**config.mk**
```make
export PLATFORM = sky130hd
export DESIGN_NAME = base64_xor_decrypt
export DESIGN_NICKNAME = d
export VERILOG_FILES = /design/src/rtl/b64x_pkg.sv /design/src/rtl/b64x_decode.sv /design/src/rtl/b64x_queue.sv /design/src/rtl/b64x_key.sv /design/src/rtl/base64_xor_decrypt.sv
export SDC_FILE = /design/constraint.sdc
export NUM_CORES = 1
export LEC_CHECK = 0
export BUFFER_PORTS_ARGS = -buffer_cell sky130_fd_sc_hd__buf_2
export CORE_ASPECT_RATIO = 1.1
export CORE_MARGIN = 5
export CORE_UTILIZATION = 45
export DETAILED_ROUTE_END_ITERATION = 8
export SKIP_LAST_GASP = 1
export SLEW_MARGIN = 40
export SYNTH_ARGS = -nofsm -noshare
export SYNTH_HDL_FRONTEND = slang
export SYNTH_SLANG_ARGS = --single-unit
```
**constraint.sdc**
```tcl
create_clock -name clk -period 4.9 [get_ports clk]
set_clock_uncertainty 0.2 [all_clocks]
set_input_delay 0.735 -clock clk [delete_from_list [all_inputs] [get_ports clk]]
set_output_delay 0.735 -clock clk [all_outputs]
set_load 0.01 [all_outputs]
```
**src/rtl/b64x_pkg.sv**
```systemverilog
// shared types and constants of the base64 xor decoder
`default_nettype none

package b64x_pkg;

	// entry queue between the decoder and the key stage
	localparam int QDEPTH   = 8;
	localparam int QAW      = $clog2(QDEPTH);
	localparam int QCW      = $clog2(QDEPTH + 1);
	localparam int Q_MAXPUSH = 3;
	localparam int Q_ROOM_MAX = QDEPTH - Q_MAXPUSH;

	localparam logic [7:0] PAD_CHAR = 8'h3d;

	typedef enum logic [1:0] {
		FUNC_KEY   = 2'd0,
		FUNC_CHAR  = 2'd1,
		FUNC_CLEAR = 2'd2
	} func_t;

	typedef enum logic [1:0] {
		ENT_KEY_APPEND = 2'd0,
		ENT_KEY_CLEAR  = 2'd1,
		ENT_RESULT     = 2'd2
	} ent_kind_t;

	typedef struct packed {
		ent_kind_t  kind;
		logic [7:0] data;
		logic       byte_valid;
		logic       run_end;
		logic       message_end;
	} ent_t;

	typedef struct packed {
		logic room;
		logic empty;
	} qstat_t;

endpackage

`default_nettype wire

```
**src/rtl/b64x_decode.sv**
```systemverilog
// input register and base64 sextet decoder, emits up to three queue entries
`default_nettype none

module b64x_decode
	import b64x_pkg::*;
(
	input  wire logic        clk,
	input  wire logic        arst_n,
	input  wire logic        in_valid,
	output logic             in_ready,
	input  wire logic [1:0]  in_func,
	input  wire logic [7:0]  in_key_byte,
	input  wire logic [7:0]  in_code_char,
	input  wire logic        in_last,
	input  wire qstat_t      qstat,
	output logic [1:0]       push_n,
	output ent_t             push_ent [Q_MAXPUSH]
);

	logic        valid_s1;
	func_t       func_s1;
	logic [7:0]  kb_s1;
	logic [7:0]  ch_s1;
	logic        last_s1;

	logic [17:0] buf_q, buf_n;
	logic [1:0]  cnt_q, cnt_n;
	logic        pad_q, pad_n;

	logic        advance;
	logic [1:0]  n;
	logic [6:0]  sx;
	logic [23:0] word;

	// {ok, value} of a base64 alphabet character
	function automatic logic [6:0] sextet_of(input logic [7:0] c);
		logic [6:0] r;
		r = 7'd0;
		if (c >= 8'h41 && c <= 8'h5a)
			r = {1'b1, 6'(c - 8'h41)};
		else if (c >= 8'h61 && c <= 8'h7a)
			r = {1'b1, 6'(c - 8'h61 + 8'd26)};
		else if (c >= 8'h30 && c <= 8'h39)
			r = {1'b1, 6'(c - 8'h30 + 8'd52)};
		else if (c == 8'h2b)
			r = {1'b1, 6'd62};
		else if (c == 8'h2f)
			r = {1'b1, 6'd63};
		return r;
	endfunction

	assign advance  = valid_s1 && qstat.room;
	assign in_ready = !valid_s1 || qstat.room;

	always_ff @(posedge clk or negedge arst_n) begin
		if (!arst_n) begin
			valid_s1 <= 1'b0;
			buf_q    <= '0;
			cnt_q    <= '0;
			pad_q    <= 1'b0;
		end else begin
			if (in_ready)
				valid_s1 <= in_valid;
			if (advance) begin
				buf_q <= buf_n;
				cnt_q <= cnt_n;
				pad_q <= pad_n;
			end
		end
	end

	always_ff @(posedge clk) begin
		if (in_ready && in_valid) begin
			func_s1 <= func_t'(in_func);
			kb_s1   <= in_key_byte;
			ch_s1   <= in_code_char;
			last_s1 <= in_last;
		end
	end

	assign sx   = sextet_of(ch_s1);
	assign word = {buf_q, sx[5:0]};

	always_comb begin
		buf_n = buf_q;
		cnt_n = cnt_q;
		pad_n = pad_q;
		n     = 2'd0;
		for (int i = 0; i < Q_MAXPUSH; i++) begin
			push_ent[i].kind        = ENT_RESULT;
			push_ent[i].data        = 8'd0;
			push_ent[i].byte_valid  = 1'b0;
			push_ent[i].run_end     = 1'b0;
			push_ent[i].message_end = 1'b0;
		end
		unique case (func_s1)
			FUNC_KEY: begin
				push_ent[0].kind = ENT_KEY_APPEND;
				push_ent[0].data = kb_s1;
				n = 2'd1;
			end
			FUNC_CLEAR: begin
				push_ent[0].kind = ENT_KEY_CLEAR;
				n     = 2'd1;
				buf_n = '0;
				cnt_n = '0;
				pad_n = 1'b0;
			end
			FUNC_CHAR: begin
				if (!pad_q) begin
					if (ch_s1 == PAD_CHAR) begin
						pad_n = 1'b1;
					end else if (sx[6]) begin
						if (cnt_q == 2'd3) begin
							push_ent[0].data = word[23:16];
							push_ent[1].data = word[15:8];
							push_ent[2].data = word[7:0];
							for (int i = 0; i < Q_MAXPUSH; i++)
								push_ent[i].byte_valid = 1'b1;
							n     = 2'd3;
							buf_n = '0;
							cnt_n = '0;
						end else begin
							buf_n = {buf_q[11:0], sx[5:0]};
							cnt_n = cnt_q + 2'd1;
						end
					end
				end
				if (last_s1) begin
					// flush of a partial group, a single sextet gives nothing
					if (cnt_n == 2'd2) begin
						push_ent[0].data       = buf_n[11:4];
						push_ent[0].byte_valid = 1'b1;
						n = 2'd1;
					end else if (cnt_n == 2'd3) begin
						push_ent[0].data       = buf_n[17:10];
						push_ent[1].data       = buf_n[9:2];
						push_ent[0].byte_valid = 1'b1;
						push_ent[1].byte_valid = 1'b1;
						n = 2'd2;
					end
					// bare end marker
					if (n == 2'd0)
						n = 2'd1;
					buf_n = '0;
					cnt_n = '0;
					pad_n = 1'b0;
				end
				for (int i = 0; i < Q_MAXPUSH; i++) begin
					if (2'(i) + 2'd1 == n) begin
						push_ent[i].run_end     = 1'b1;
						push_ent[i].message_end = last_s1;
					end
				end
			end
			default: begin
				n = 2'd0;
			end
		endcase
	end

	assign push_n = advance ? n : 2'd0;

endmodule

`default_nettype wire

```
**src/rtl/b64x_queue.sv**
```systemverilog
// entry queue, up to three pushes and one pop per cycle
`default_nettype none

module b64x_queue
	import b64x_pkg::*;
(
	input  wire logic  clk,
	input  wire logic  arst_n,
	input  wire logic [1:0] push_n,
	input  wire ent_t  push_ent [Q_MAXPUSH],
	input  wire logic  pop,
	output ent_t       head,
	output qstat_t     qstat
);

	ent_t             entries_q [QDEPTH];
	logic [QAW-1:0]   wr_ptr_q;
	logic [QAW-1:0]   rd_ptr_q;
	logic [QCW-1:0]   count_q;

	always_ff @(posedge clk) begin
		for (int i = 0; i < Q_MAXPUSH; i++) begin
			if (2'(i) < push_n)
				entries_q[wr_ptr_q + QAW'(i)] <= push_ent[i];
		end
	end

	always_ff @(posedge clk or negedge arst_n) begin
		if (!arst_n) begin
			wr_ptr_q <= '0;
			rd_ptr_q <= '0;
			count_q  <= '0;
		end else begin
			wr_ptr_q <= wr_ptr_q + QAW'(push_n);
			if (pop)
				rd_ptr_q <= rd_ptr_q + QAW'(1);
			count_q <= count_q + QCW'(push_n) - QCW'(pop);
		end
	end

	assign head        = entries_q[rd_ptr_q];
	assign qstat.empty = (count_q == '0);
	// room check ignores the pop so input ready has no combinational path from the output side
	assign qstat.room  = (count_q <= QCW'(Q_ROOM_MAX));

endmodule

`default_nettype wire

```
**src/rtl/b64x_key.sv**
```systemverilog
// key store, repeating key position and output register stage
`default_nettype none

module b64x_key
	import b64x_pkg::*;
#(
	parameter int KEY_DEPTH = 64
) (
	input  wire logic  clk,
	input  wire logic  arst_n,
	input  wire ent_t  head,
	input  wire qstat_t qstat,
	output logic       pop,
	output logic       out_valid,
	input  wire logic  out_ready,
	output logic [7:0] out_byte,
	output logic       out_byte_valid,
	output logic       out_run_end,
	output logic       out_message_end
);

	localparam int KAW = (KEY_DEPTH > 1) ? $clog2(KEY_DEPTH) : 1;
	localparam int KLW = $clog2(KEY_DEPTH + 1);

	logic [7:0]     key_mem [KEY_DEPTH];
	logic [KLW-1:0] klen_q;
	logic [KAW-1:0] kpos_q;

	logic       valid_s2;
	logic [7:0] byte_s2;
	logic [7:0] kbyte_s2;
	logic       usekey_s2;
	logic       bvalid_s2;
	logic       run_end_s2;
	logic       msg_end_s2;

	logic is_result;
	logic take_result;
	logic wr_en;
	logic rd_en;
	logic wrap;

	assign is_result   = (head.kind == ENT_RESULT);
	assign pop         = !qstat.empty && (!is_result || !valid_s2 || out_ready);
	assign take_result = pop && is_result;
	assign wr_en       = pop && (head.kind == ENT_KEY_APPEND) && (klen_q < KLW'(KEY_DEPTH));
	assign rd_en       = take_result && head.byte_valid && (klen_q != '0);
	assign wrap        = (KLW'(kpos_q) + KLW'(1)) >= klen_q;

	always_ff @(posedge clk) begin
		if (wr_en)
			key_mem[klen_q[KAW-1:0]] <= head.data;
	end

	always_ff @(posedge clk) begin
		if (rd_en)
			kbyte_s2 <= key_mem[kpos_q];
		if (take_result) begin
			byte_s2    <= head.data;
			usekey_s2  <= rd_en;
			bvalid_s2  <= head.byte_valid;
			run_end_s2 <= head.run_end;
			msg_end_s2 <= head.message_end;
		end
	end

	always_ff @(posedge clk or negedge arst_n) begin
		if (!arst_n) begin
			klen_q   <= '0;
			kpos_q   <= '0;
			valid_s2 <= 1'b0;
		end else begin
			if (take_result)
				valid_s2 <= 1'b1;
			else if (out_ready)
				valid_s2 <= 1'b0;

			if (wr_en)
				klen_q <= klen_q + KLW'(1);

			if (pop) begin
				case (head.kind)
					ENT_KEY_CLEAR: begin
						klen_q <= '0;
						kpos_q <= '0;
					end
					ENT_RESULT: begin
						// message end restarts the key at its first byte
						if (head.message_end)
							kpos_q <= '0;
						else if (rd_en)
							kpos_q <= wrap ? '0 : kpos_q + KAW'(1);
					end
					default: begin
						kpos_q <= kpos_q;
					end
				endcase
			end
		end
	end

	assign out_valid       = valid_s2;
	assign out_byte        = byte_s2 ^ (usekey_s2 ? kbyte_s2 : 8'd0);
	assign out_byte_valid  = bvalid_s2;
	assign out_run_end     = run_end_s2;
	assign out_message_end = msg_end_s2;

endmodule

`default_nettype wire

```
**src/rtl/base64_xor_decrypt.sv**
```systemverilog
// Base64 decoder with repeating-key xor, stream in and stream out.
// Slave side: one transaction per item. tuser carries the function (append key
// byte, encoded character, clear key and message state), tdata carries the key
// byte and the character, tlast marks the final character of a message.
// Master side: one transaction per decoded byte or bare end marker. tdata is the
// plain byte, tuser flags byte valid and message end, tlast closes the results
// of one input item. A full group of four characters gives three bytes, the
// message end flushes the tail.
// Throughput: one item per cycle while the queue has room; results leave at one
// per cycle from the key stage while the receiver is ready, its single key store
// read port setting that figure. An eight-entry queue between decoder and key
// stage absorbs the three-byte bursts; input ready drops while more than five
// entries wait and an item sits in the input register.
// When the receiver stalls, the output holds and the queue fills, then input
// ready falls. Reset clears the key length, key position, decoder state and
// queue; key store contents are not cleared.
`default_nettype none

module base64_xor_decrypt
	import b64x_pkg::*;
#(
	parameter int KEY_DEPTH = 64
) (
	input  wire logic        clk,
	input  wire logic        arst_n,
	input  wire logic        s_axis_tvalid,
	output logic             s_axis_tready,
	input  wire logic [15:0] s_axis_tdata,  // key_byte[7:0], code_char[15:8]
	input  wire logic [1:0]  s_axis_tuser,  // func[1:0]
	input  wire logic        s_axis_tlast,
	output logic             m_axis_tvalid,
	input  wire logic        m_axis_tready,
	output logic [7:0]       m_axis_tdata,  // plain_byte[7:0]
	output logic [1:0]       m_axis_tuser,  // byte_valid[0], message_end[1]
	output logic             m_axis_tlast
);

	logic [1:0] push_n;
	ent_t       push_ent [Q_MAXPUSH];
	ent_t       head;
	qstat_t     qstat;
	logic       pop;
	logic       byte_valid;
	logic       message_end;

	b64x_decode u_decode (
		.clk          (clk),
		.arst_n       (arst_n),
		.in_valid     (s_axis_tvalid),
		.in_ready     (s_axis_tready),
		.in_func      (s_axis_tuser),
		.in_key_byte  (s_axis_tdata[7:0]),
		.in_code_char (s_axis_tdata[15:8]),
		.in_last      (s_axis_tlast),
		.qstat        (qstat),
		.push_n       (push_n),
		.push_ent     (push_ent)
	);

	b64x_queue u_queue (
		.clk      (clk),
		.arst_n   (arst_n),
		.push_n   (push_n),
		.push_ent (push_ent),
		.pop      (pop),
		.head     (head),
		.qstat    (qstat)
	);

	b64x_key #(
		.KEY_DEPTH (KEY_DEPTH)
	) u_key (
		.clk             (clk),
		.arst_n          (arst_n),
		.head            (head),
		.qstat           (qstat),
		.pop             (pop),
		.out_valid       (m_axis_tvalid),
		.out_ready       (m_axis_tready),
		.out_byte        (m_axis_tdata),
		.out_byte_valid  (byte_valid),
		.out_run_end     (m_axis_tlast),
		.out_message_end (message_end)
	);

	assign m_axis_tuser = {message_end, byte_valid};

endmodule

`default_nettype wire

```
==> results by group, run 1 <==
Pwr
  • Int Power: between 0.01 and 0.015 W
  • Pwr Density: ~550 nW/um^2
  • Peak supply drop: 484 uV
  • Static Leak: approximately 11 nW
  • Switching Power: 0.00605 W
  • Logic pwr share: 25.0%
  • Total Power: between 0.015 and 0.02 W
  • Clock Power Share: about 30%
  • Net Sw Frac: 31.9%
  • Reg power frac: 45.5%

Timing
  • Fin Setup TNS: 0 ns
  • Slew HR: 42.7%
  • Slew @ Worst Pin: 0.853 ns
  • Post-route setup slack: around 0.60 ns
  • Min Tclk post-route: 4.30 ns
  • Final Slew Violations: 0
  • Final Hold Viols: 0
  • Fin crit share: ~88%
  • Final setup fails: 0
  • FMAX: roughly 230 MHz
  • RSZ-0062 raised after global routing: false

Setup path
  • Arr. time, crit path: approximately 4.5 ns
  • Crit Path Max Fanout: 15
  • CP Launch Type: flip-flop
  • Critical path data required time: slightly above 5 ns
  • R2R Path Start: u_decode.ch_s1[2]
  • CP Launch Point: u_decode.ch_s1[2]
  • Worst Setup End Kind: flip-flop
  • Critical path class: flip-flop to flip-flop

Finish
  • Layout Utilization: 51.4%
  • Area Overhead vs Synth: 13.4%
  • NumNets Final: about 2.0k
  • Ant. Diodes: 0
  • Layout cells sized above 1: between 20% and 30%

Min path
  • HP Class: primary input to asynchronous set/reset pin

Clock tree
  • Hold buffer count at CTS: 0
  • Clock sink count: about 700
  • Reg clk slew, reported paths: around 0.060 ns
  • Clock Path Buffers: 3
  • Clock latency at the later pin of the worst-skew pair: 0.61 ns
  • CTS H-tree depth: 3
  • Post-CTS Setup Bufs: 0
  • Number of CTS-inserted buffers: between 70 and 80
  • CTS root buf: clkbuf_16
  • CTS tree: built
  • CTS resizes: 0

Die
  • Core area: just under 70000 sq um
  • Die Area: 73500 sq um
  • Placement Rows: 100
  • Die Span X: 259 um
  • Top Ports: 36
  • Die Height: about 280 um
  • Starting Density: 45.4%

Logic synthesis
  • Syn Nets: roughly 1.9k
  • Synth top area cells: edfxtp_1 63%, mux4_2 14%, dfrtp_1 3.8%
  • Synth cell types: 91
  • Syn Std Cell Area: 30700 sq um
  • Proportion of synthesized flip-flops having asynchronous set or reset: about 6.6%
  • Synthesis-stage register bit count: about 700
  • Syn. warnings: 0
  • Synth Area per Inst: 16.8 sq um
  • Top_reg_cell synth: edfxtp_1
  • Synth top area share: 62.6%
  • Post-Syn Instances: around 1.8k
  • Leading area contributor after synthesis: edfxtp_1
  • Sequential area share after synthesis: between 60% and 70%
  • Number of synthesized flops with an enable pin: roughly 640

Global routing
  • Vias in the first global route: 17.9k
  • Pin count of the biggest net entering global routing: 66
  • Total congestion overflow: 0
  • Initial antenna violation count: 1
  • First-pass GRT wire length: 121000 um
  • Tot GR Track Use: 22.0%

Detailed routing
  • Pre-antenna DRT Iters: 5
  • DR DRC count: 0
  • Routed vias: 17.5k
  • Vias per std cell: between 6 and 7
  • Final wirelength: about 80000 um
  • Antenna-violating nets left: 0
  • Average wire per standard cell: ~28 um
  • Drt initial violations: 1779

Outcome
  • Status: completed

Placement
  • Final Wtd Congestion: 0.925
  • Dpl ws: around 0.69 ns
  • PortBufs: 35
  • Hpwl dp: around 55000 um

Job
  • Max cap viols: 0
[path summary, 6_finish.rpt]
kind                                             to  cells after the start  slack, ns
setup / recovery            u_queue.entries_q[4][4]                     12       0.60
hold / removal                  u_queue.wr_ptr_q[1]                      2       0.07
setup reg to reg            u_queue.entries_q[4][4]                     12       0.60
hold reg to reg            u_queue.entries_q[0][11]                      2       0.26
max in group asynchronous           u_key.kpos_q[1]                      2       3.81
min in group clk                  u_decode.kb_s1[4]                      1       0.10
[synthesized netlist by cell type, drive strengths merged, types with 6 or more instances]
cell type	number
a32oi	9
and2	10
clkbuf	49
a22oi	21
nand2	170
a22o	15
inv	43
xnor2	20
or2	6
dfxtp	16
mux2	15
edfxtp	639
mux2i	18
nand2b	10
a21o	8
dfrtp	46
o221ai	32
nor2b	9
ha	33
and3	12
nor3	24
nand3	27
o211ai	35
o21ai	86
a2bb2oi	10
a21oi	33
a21boi	14
mux4	194
nor2	113
buf	39
[state kept, by name (all words and copies together), names as in the netlist]
| name | flops |
|---|---|
| u_decode.func_s1 | 2 |
| u_decode.ch_s1 | 8 |
| u_key.kpos_q | 6 |
| u_key.klen_q | 7 |
| u_queue.count_q | 4 |
| u_key.key_mem | 512 |
| u_decode.last_s1 | 1 |
| u_decode.buf_q | 18 |
| u_decode.cnt_q | 2 |
| u_key.out_valid | 1 |
| u_decode.kb_s1 | 8 |
| u_key.byte_s2 | 8 |
| u_key.usekey_s2 | 1 |
| u_decode.pad_q | 1 |
| u_key.out_byte_valid | 1 |
| u_queue.wr_ptr_q | 3 |
| u_decode.valid_s1 | 1 |
| u_queue.entries_q | 104 |
| u_queue.rd_ptr_q | 3 |
| u_key.kbyte_s2 | 8 |
| u_key.out_run_end | 1 |
| u_key.out_message_end | 1 |
[power groups by stage]
stage / Sequential, W / Clock [W] / Combinational [W]
after global routing: 0.00871 / 0.00598 / 0.00511
after floorplan: 0.00852 / 0 / 0.00292
after CTS: 0.00865 / 0.00572 / 0.00479
after detailed placement: 0.00877 / 0 / 0.00478
final: 0.00864 / 0.00560 / 0.00474
after global placement: 0.00877 / 0 / 0.00463
[cell type report]
class	count	area (sq um)
repair buffers	126	903
multi-input cells	996	9510
clock buffers	90	1980
fillers	5501	32800
well taps	867	1080
flip-flops and latches	701	20700
clock inverters	45	444
inverters	44	165
[critical path: stages, from the launching register on]
cell,delay [ns]
edfxtp_1,0.51
inv_1,0.18
ha_1,0.26
nor3b_1,0.34
nor4b_2,0.12
or2_1,0.41
o21ai_2,0.44
buf_4,0.32
mux2_2,0.41
o311ai_0,0.12
o211ai_1,0.32
clkbuf_2,0.26
o221ai_1,0.23
[cells in the final DEF (no fill, tap or decap), types with 11 or more instances in the layout]
master	netlist	final
o211ai_1	35	35
nand3_1	26	26
clkbuf_1	49	11
dfxtp_1	16	16
edfxtp_1	639	639
clkbuf_16	0	76
nand2_1	169	169
mux2i_1	18	18
inv_1	42	42
clkinv_1	1	15
clkinv_2	0	16
o221ai_1	32	32
o21ai_1	17	19
nor2_1	111	102
mux2_2	15	12
nor3_1	23	23
mux4_2	194	194
o21ai_0	66	64
buf_2	10	36
ha_1	33	33
dfrtp_1	46	40
and3_1	12	12
a22o_1	15	15
nor2_2	2	11
buf_4	5	85
a21oi_1	32	32
a22oi_1	17	17
xnor2_1	20	20
[metrics by stage]
step,instance area (sq um),hold slack [ns],cells
global route,34800,0.0722,2869
finish,34800,0.0656,2869
detailed placement,32300,0.256,2732
floorplan,30700,0.229,1829
CTS,34700,0.0553,2867
global placement,32300,0.255,2731
[per-layer routing]
layer | wire, um | GRT usage (%)
met3 | 4520 | 3.08
met4 | 2290 | 6.73
met5 | 13 | 0
met1 | 32600 | 29.5
met2 | 41600 | 37.7
[cell families after synthesis]
group / synth area share (%)
buf+inv: 1.74
simple gates: 5.89
xor+xnor: 0.714
mux: 15.4
flops: 67.4
fa+ha+maj: 1.48
compound gates: 7.40
Power figures use the tool's default switching activity.
==> run 2: changes to the inputs <==
--- a/config.mk
+++ b/config.mk
@@ -10,6 +10,7 @@
 export CORE_MARGIN = 5
 export CORE_UTILIZATION = 45
 export DETAILED_ROUTE_END_ITERATION = 8
+export REMOVE_ABC_BUFFERS = 1
 export SKIP_LAST_GASP = 1
 export SLEW_MARGIN = 40
 export SYNTH_ARGS = -nofsm -noshare
==> results by group, run 2 (synthesis results as in run 1) <==
Setup path
  • Buf/Inv on CP: 1
  • Crit Path Max Fanout: 17
  • Slowest cell on crit path: o21ai_2
  • Crit-path leading delay family: compound AO/OA/AOI/OAI gates
  • Critical Path, Cell by Cell: inv_1 -> ha_1 -> nor3b_1 -> nor4b_2 -> or2_1 -> o21ai_2 -> a31oi_4 -> o21ai_4 -> a21oi_1 -> nand2_1
  • Worst Setup End Kind: flip-flop
  • Critical path data required time: ~5 ns
  • CP Launch Type: flip-flop
  • Critical path class: flip-flop to flip-flop
  • Critical Path Max Stage Delay: 0.65 ns
  • Register-to-register setup slack: between 0.3 and 0.4 ns
  • Arr. time, crit path: 4.58 ns

Clock tree
  • Clock Path Buffers: 3
  • Clock sink count: around 700
  • Reg clk slew, reported paths: 0.06 ns
  • CTS H-tree depth: 3
  • CTS root buf: clkbuf_16
  • CTS resizes: 0
  • Hold buffer count at CTS: 0
  • Number of CTS-inserted buffers: 74
  • CTS tree: built
  • Clock latency at the later pin of the worst-skew pair: ~0.6 ns
  • Post-CTS Setup Bufs: 0

Timing
  • RSZ-0062 raised after global routing: false
  • Min Tclk post-route: about 4.5 ns
  • Slew HR: 43.6%
  • Fin crit share: between 90% and 100%
  • Final setup fails: 0
  • Slew @ Worst Pin: about 0.84 ns
  • Fin Setup TNS: 0 ns
  • Final Slew Violations: 0
  • Final Hold Viols: 0
  • FMAX: approximately 220 MHz
  • Post-route setup slack: ~0.36 ns

Global routing
  • Tot GR Track Use: approximately a fifth
  • Pin count of the biggest net entering global routing: between 60 and 70
  • First-pass GRT wire length: 116000 um
  • Total congestion overflow: 0
  • Initial antenna violation count: 0
  • Vias in the first global route: between 15k and 20k

Pwr
  • Total Power: 0.0188 W
  • Peak supply drop: approximately 330 uV
  • Static Leak: ~11 nW
  • Pwr Density: 544 nW/um^2

Die
  • Die Area: approximately 73000 sq um
  • Placement Rows: 100
  • Starting Density: between 40% and 50%
  • Top Ports: 36
  • Die Height: around 280 um
  • Die Span X: between 200 and 300 um
  • Core area: about 68000 sq um

Finish
  • Layout Utilization: 51.2%
  • Most frequent cells in the layout: 639 x edfxtp_1, 194 x mux4_2, 169 x nand2_1
  • Ant. Diodes: 0
  • Area Overhead vs Synth: 12.7%
  • Commonest non-fill, non-tap cell in the layout: edfxtp_1
  • Layout cells sized above 1: around a quarter
  • Finished Cell Area: approximately 35000 sq um
  • NumNets Final: about 2k
  • Largest register FFs: 512

Placement
  • Hpwl dp: slightly above 50000 um
  • DP Area: roughly 32000 sq um
  • Dpl ws: approximately 0.46 ns
  • Final Wtd Congestion: roughly 0.93
  • PortBufs: 35

Detailed routing
  • Antenna-violating nets left: 0
  • Average wire per standard cell: 27.3 um
  • Vias per std cell: slightly above 6
  • Pre-antenna DRT Iters: 6
  • DR DRC count: 0
  • Final wirelength: just under 80000 um
  • Drt initial violations: roughly 1.3k
  • Routed vias: approximately 17k

Min path
  • HP Class: primary input to asynchronous set/reset pin

Outcome
  • Status: completed

Job
  • Max cap viols: 0
run 2: metal layers:
layer / vias up / track usage (%) / routed length (um)
li1: 7565 / - / -
met1: 8922 / 28.6 / 31400
met2: 653 / 35.8 / 39700
met3: 140 / 2.94 / 4350
met4: 0 / 6.07 / 2270
met5: - / 0 / 0
run 2: final cells by class:
cell class | instances | area [sq um]
well taps | 867 | 1080
clock inverters | 34 | 370
flip-flops and latches | 701 | 20700
inverters | 44 | 165
multi-input cells | 996 | 9520
repair buffers | 101 | 733
clock buffers | 101 | 2030
fillers | 5549 | 33000
run 2: path summary, 6_finish.rpt:
kind	cells past startpoint	to	startpoint
worst max register to register	10	u_queue.entries_q[0][8]	u_decode.ch_s1[2]
worst min-delay path	2	u_key.klen_q[1]	arst_n
min in group clk	1	u_decode.ch_s1[4]	s_axis_tdata[12]
worst max-delay path	10	u_queue.entries_q[0][8]	u_decode.ch_s1[2]
max in group asynchronous	2	u_key.kpos_q[0]	arst_n
worst min register to register	2	u_queue.entries_q[0][11]	u_queue.entries_q[0][11]
run 2: metrics by stage:
step           hold WS, ns  std cells
2_1_floorplan        0.229       1741
3_3_place_gp         0.260       2708
3_5_place_dp         0.254       2708
4_1_cts             0.0468       2843
5_1_grt             0.0907       2844
6_report            0.0520       2844
run 2: where the power goes:
| group | switching [W] | internal [W] |
|---|---|---|
| clock | 0.00230 | 0.00324 |
| sequential | 0.000353 | 0.00826 |
| combinational | 0.00327 | 0.00137 |
| total | 0.00592 | 0.0129 |
==> run 3: changes to the inputs <==
--- a/config.mk
+++ b/config.mk
@@ -8,7 +8,7 @@
 export BUFFER_PORTS_ARGS = -buffer_cell sky130_fd_sc_hd__buf_2
 export CORE_ASPECT_RATIO = 1.1
 export CORE_MARGIN = 5
-export CORE_UTILIZATION = 45
+export CORE_UTILIZATION = 40
 export DETAILED_ROUTE_END_ITERATION = 8
 export REMOVE_ABC_BUFFERS = 1
 export SKIP_LAST_GASP = 1
==> constraint.sdc (replaced) <==
create_clock -name clk -period 4 [get_ports clk]
set_clock_uncertainty 0.2 [all_clocks]
set_input_delay 0.6 -clock clk [delete_from_list [all_inputs] [get_ports clk]]
set_output_delay 0.6 -clock clk [all_outputs]
set_load 0.01 [all_outputs]
==> results by group, run 3 (synthesis results as in run 1) <==
Clock tree
  • Clock sink count: 701
  • Clock Path Buffers: 3
  • CTS root buf: clkbuf_16
  • Number of CTS-inserted buffers: 77
  • Reg clk slew, reported paths: roughly 0.06 ns
  • CTS resizes: 0
  • CTS tree: built
  • CTS H-tree depth: 3
  • Clock latency at the later pin of the worst-skew pair: 0.62 ns

Timing
  • Slew HR: between 40% and 50%
  • Fin crit share: a little over nine tenths
  • FMAX: approximately 260 MHz
  • Post-route setup slack: between 0.1 and 0.15 ns
  • Final setup fails: 0
  • Final Slew Violations: 0
  • Min Tclk post-route: about 3.9 ns
  • RSZ-0062 raised after global routing: false
  • Slew @ Worst Pin: about 0.8 ns
  • Final Hold Viols: 0
  • Final hold slack: 0.129 ns

Finish
  • Largest register FFs: approximately 510
  • Area Overhead vs Synth: 16.8%
  • Commonest non-fill, non-tap cell in the layout: edfxtp_1
  • Most frequent cells in the layout: 639 x edfxtp_1, 194 x mux4_2, 169 x nand2_1
  • Layout Utilization: a little under half
  • Ant. Diodes: 0
  • NumNets Final: approximately 2.1k
  • Layout cells sized above 1: a little over a quarter
  • Post-Layout Cell Count: approximately 3.1k

Die
  • Starting Density: roughly two fifths
  • Die Span X: about 270 um
  • Die Height: ~300 um
  • Core area: ~76000 sq um
  • Die Area: around 82000 sq um
  • Placement Rows: 106
  • Top Ports: 36

Pwr
  • Peak supply drop: roughly 450 uV
  • Pwr Density: approximately 650 nW/um^2
  • Static Leak: about 12 nW

Job
  • Max cap viols: 0

Detailed routing
  • DR DRC count: 0
  • Average wire per standard cell: 25.9 um
  • Vias per std cell: approximately 5.7
  • Antenna-violating nets left: 0
  • Drt initial violations: ~1.6k
  • Final wirelength: a little over 80000 um
  • Pre-antenna DRT Iters: 5
  • Routed vias: between 15k and 20k

Global routing
  • Total congestion overflow: 0
  • First-pass GRT wire length: ~120000 um
  • Initial antenna violation count: 1
  • Vias in the first global route: between 15k and 20k
  • Tot GR Track Use: between 10% and 20%
  • Pin count of the biggest net entering global routing: 66

Placement
  • Final Wtd Congestion: 0.925
  • Hpwl dp: approximately 55000 um
  • Placed cells: between 2k and 3k
  • Dpl ws: between 0.3 and 0.4 ns
  • PortBufs: 35

Min path
  • HP Class: primary input to flip-flop

Setup path
  • Slowest cell on crit path: nor4_1
  • Crit-path leading delay family: simple AND/OR/NAND/NOR gates
  • Arr. time, crit path: roughly 4 ns
  • Crit Path Max Fanout: 11
  • Buf/Inv on CP: 3
  • Critical Path Max Stage Delay: about 0.54 ns
  • Critical Path, Cell by Cell: inv_1 -> ha_1 -> nor3b_1 -> nor4b_2 -> or2_1 -> o211ai_1 -> o2111a_1 -> inv_2 -> nor4_1 -> a21oi_1 -> nand2_1 -> buf_4
  • Critical path data required time: slightly above 4 ns
  • CP Launch Type: flip-flop
  • Worst Setup End Kind: flip-flop
  • Critical path class: flip-flop to flip-flop

Outcome
  • Status: completed
==> run 3: final timing paths <==
check                                         start                       end  slack (ns)  cells past startpoint
setup / recovery                  u_decode.ch_s1[2]   u_queue.entries_q[1][3]        0.12                     12
hold / removal                        m_axis_tready           u_key.out_valid        0.13                      4
setup reg to reg                  u_decode.ch_s1[2]   u_queue.entries_q[1][3]        0.12                     12
hold reg to reg            u_queue.entries_q[3][12]  u_queue.entries_q[3][12]        0.27                      2
max in group asynchronous                    arst_n         u_decode.buf_q[2]        2.69                      3
min in group asynchronous                    arst_n        u_decode.buf_q[15]        0.29                      2
==> run 3: layer usage <==
layer / share of wire (%) / vias up / wire (um) / global-route usage [%]
li1: - / 7809 / - / -
met1: 41 / 9211 / 33200 / 26.7
met2: 51 / 656 / 41300 / 33.9
met3: 5.5 / 140 / 4430 / 2.46
met4: 2.6 / 0 / 2080 / 5.71
met5: 0 / - / 0 / 0
==> run 3: cell type report <==
type | instances | area, sq um
inverters | 44 | 165
flip-flops and latches | 701 | 20700
clock buffers | 98 | 2080
repair buffers | 216 | 1750
well taps | 1026 | 1280
clock inverters | 41 | 373
fillers | 6410 | 40200
multi-input cells | 996 | 9500
==> run 3: timing repair <==
| action | CTS | global route |
|---|---|---|
| hold endpoints to repair | 51 | 0 |
| endpoints found under the setup margin | 0 | 0 |
| hold buffers | 21 | 0 |
| setup buffers | 0 | 0 |
==> run 3: power by group <==
part,internal (W),switching (W)
Combinational,0.00184,0.00400
Sequential,0.0101,0.000415
Clock,0.00386,0.00293
Total,0.0158,0.00734
==> run 3: metrics by stage <==
| stage | area [sq um] | power [W] | setup TNS [ns] |
|---|---|---|---|
| after floorplan | 30300 | 0.0146 | -43.95 |
| after global placement | 33100 | 0.0164 | 0 |
| after detailed placement | 33100 | 0.0166 | 0 |
| after CTS | 35800 | 0.0234 | 0 |
| after global routing | 35800 | 0.0242 | 0 |
| final | 35800 | 0.0232 | 0 |
==> run 3: worst register-to-register path, stage by stage, from the launching register on <==
cell and delay, ns:
edfxtp_1 0.40, inv_1 0.14, ha_1 0.26, nor3b_1 0.36, nor4b_2 0.10, or2_1 0.26
o211ai_1 0.28, o2111a_1 0.34, inv_2 0.13, nor4_1 0.55, a21oi_1 0.21, nand2_1 0.12
buf_4 0.22
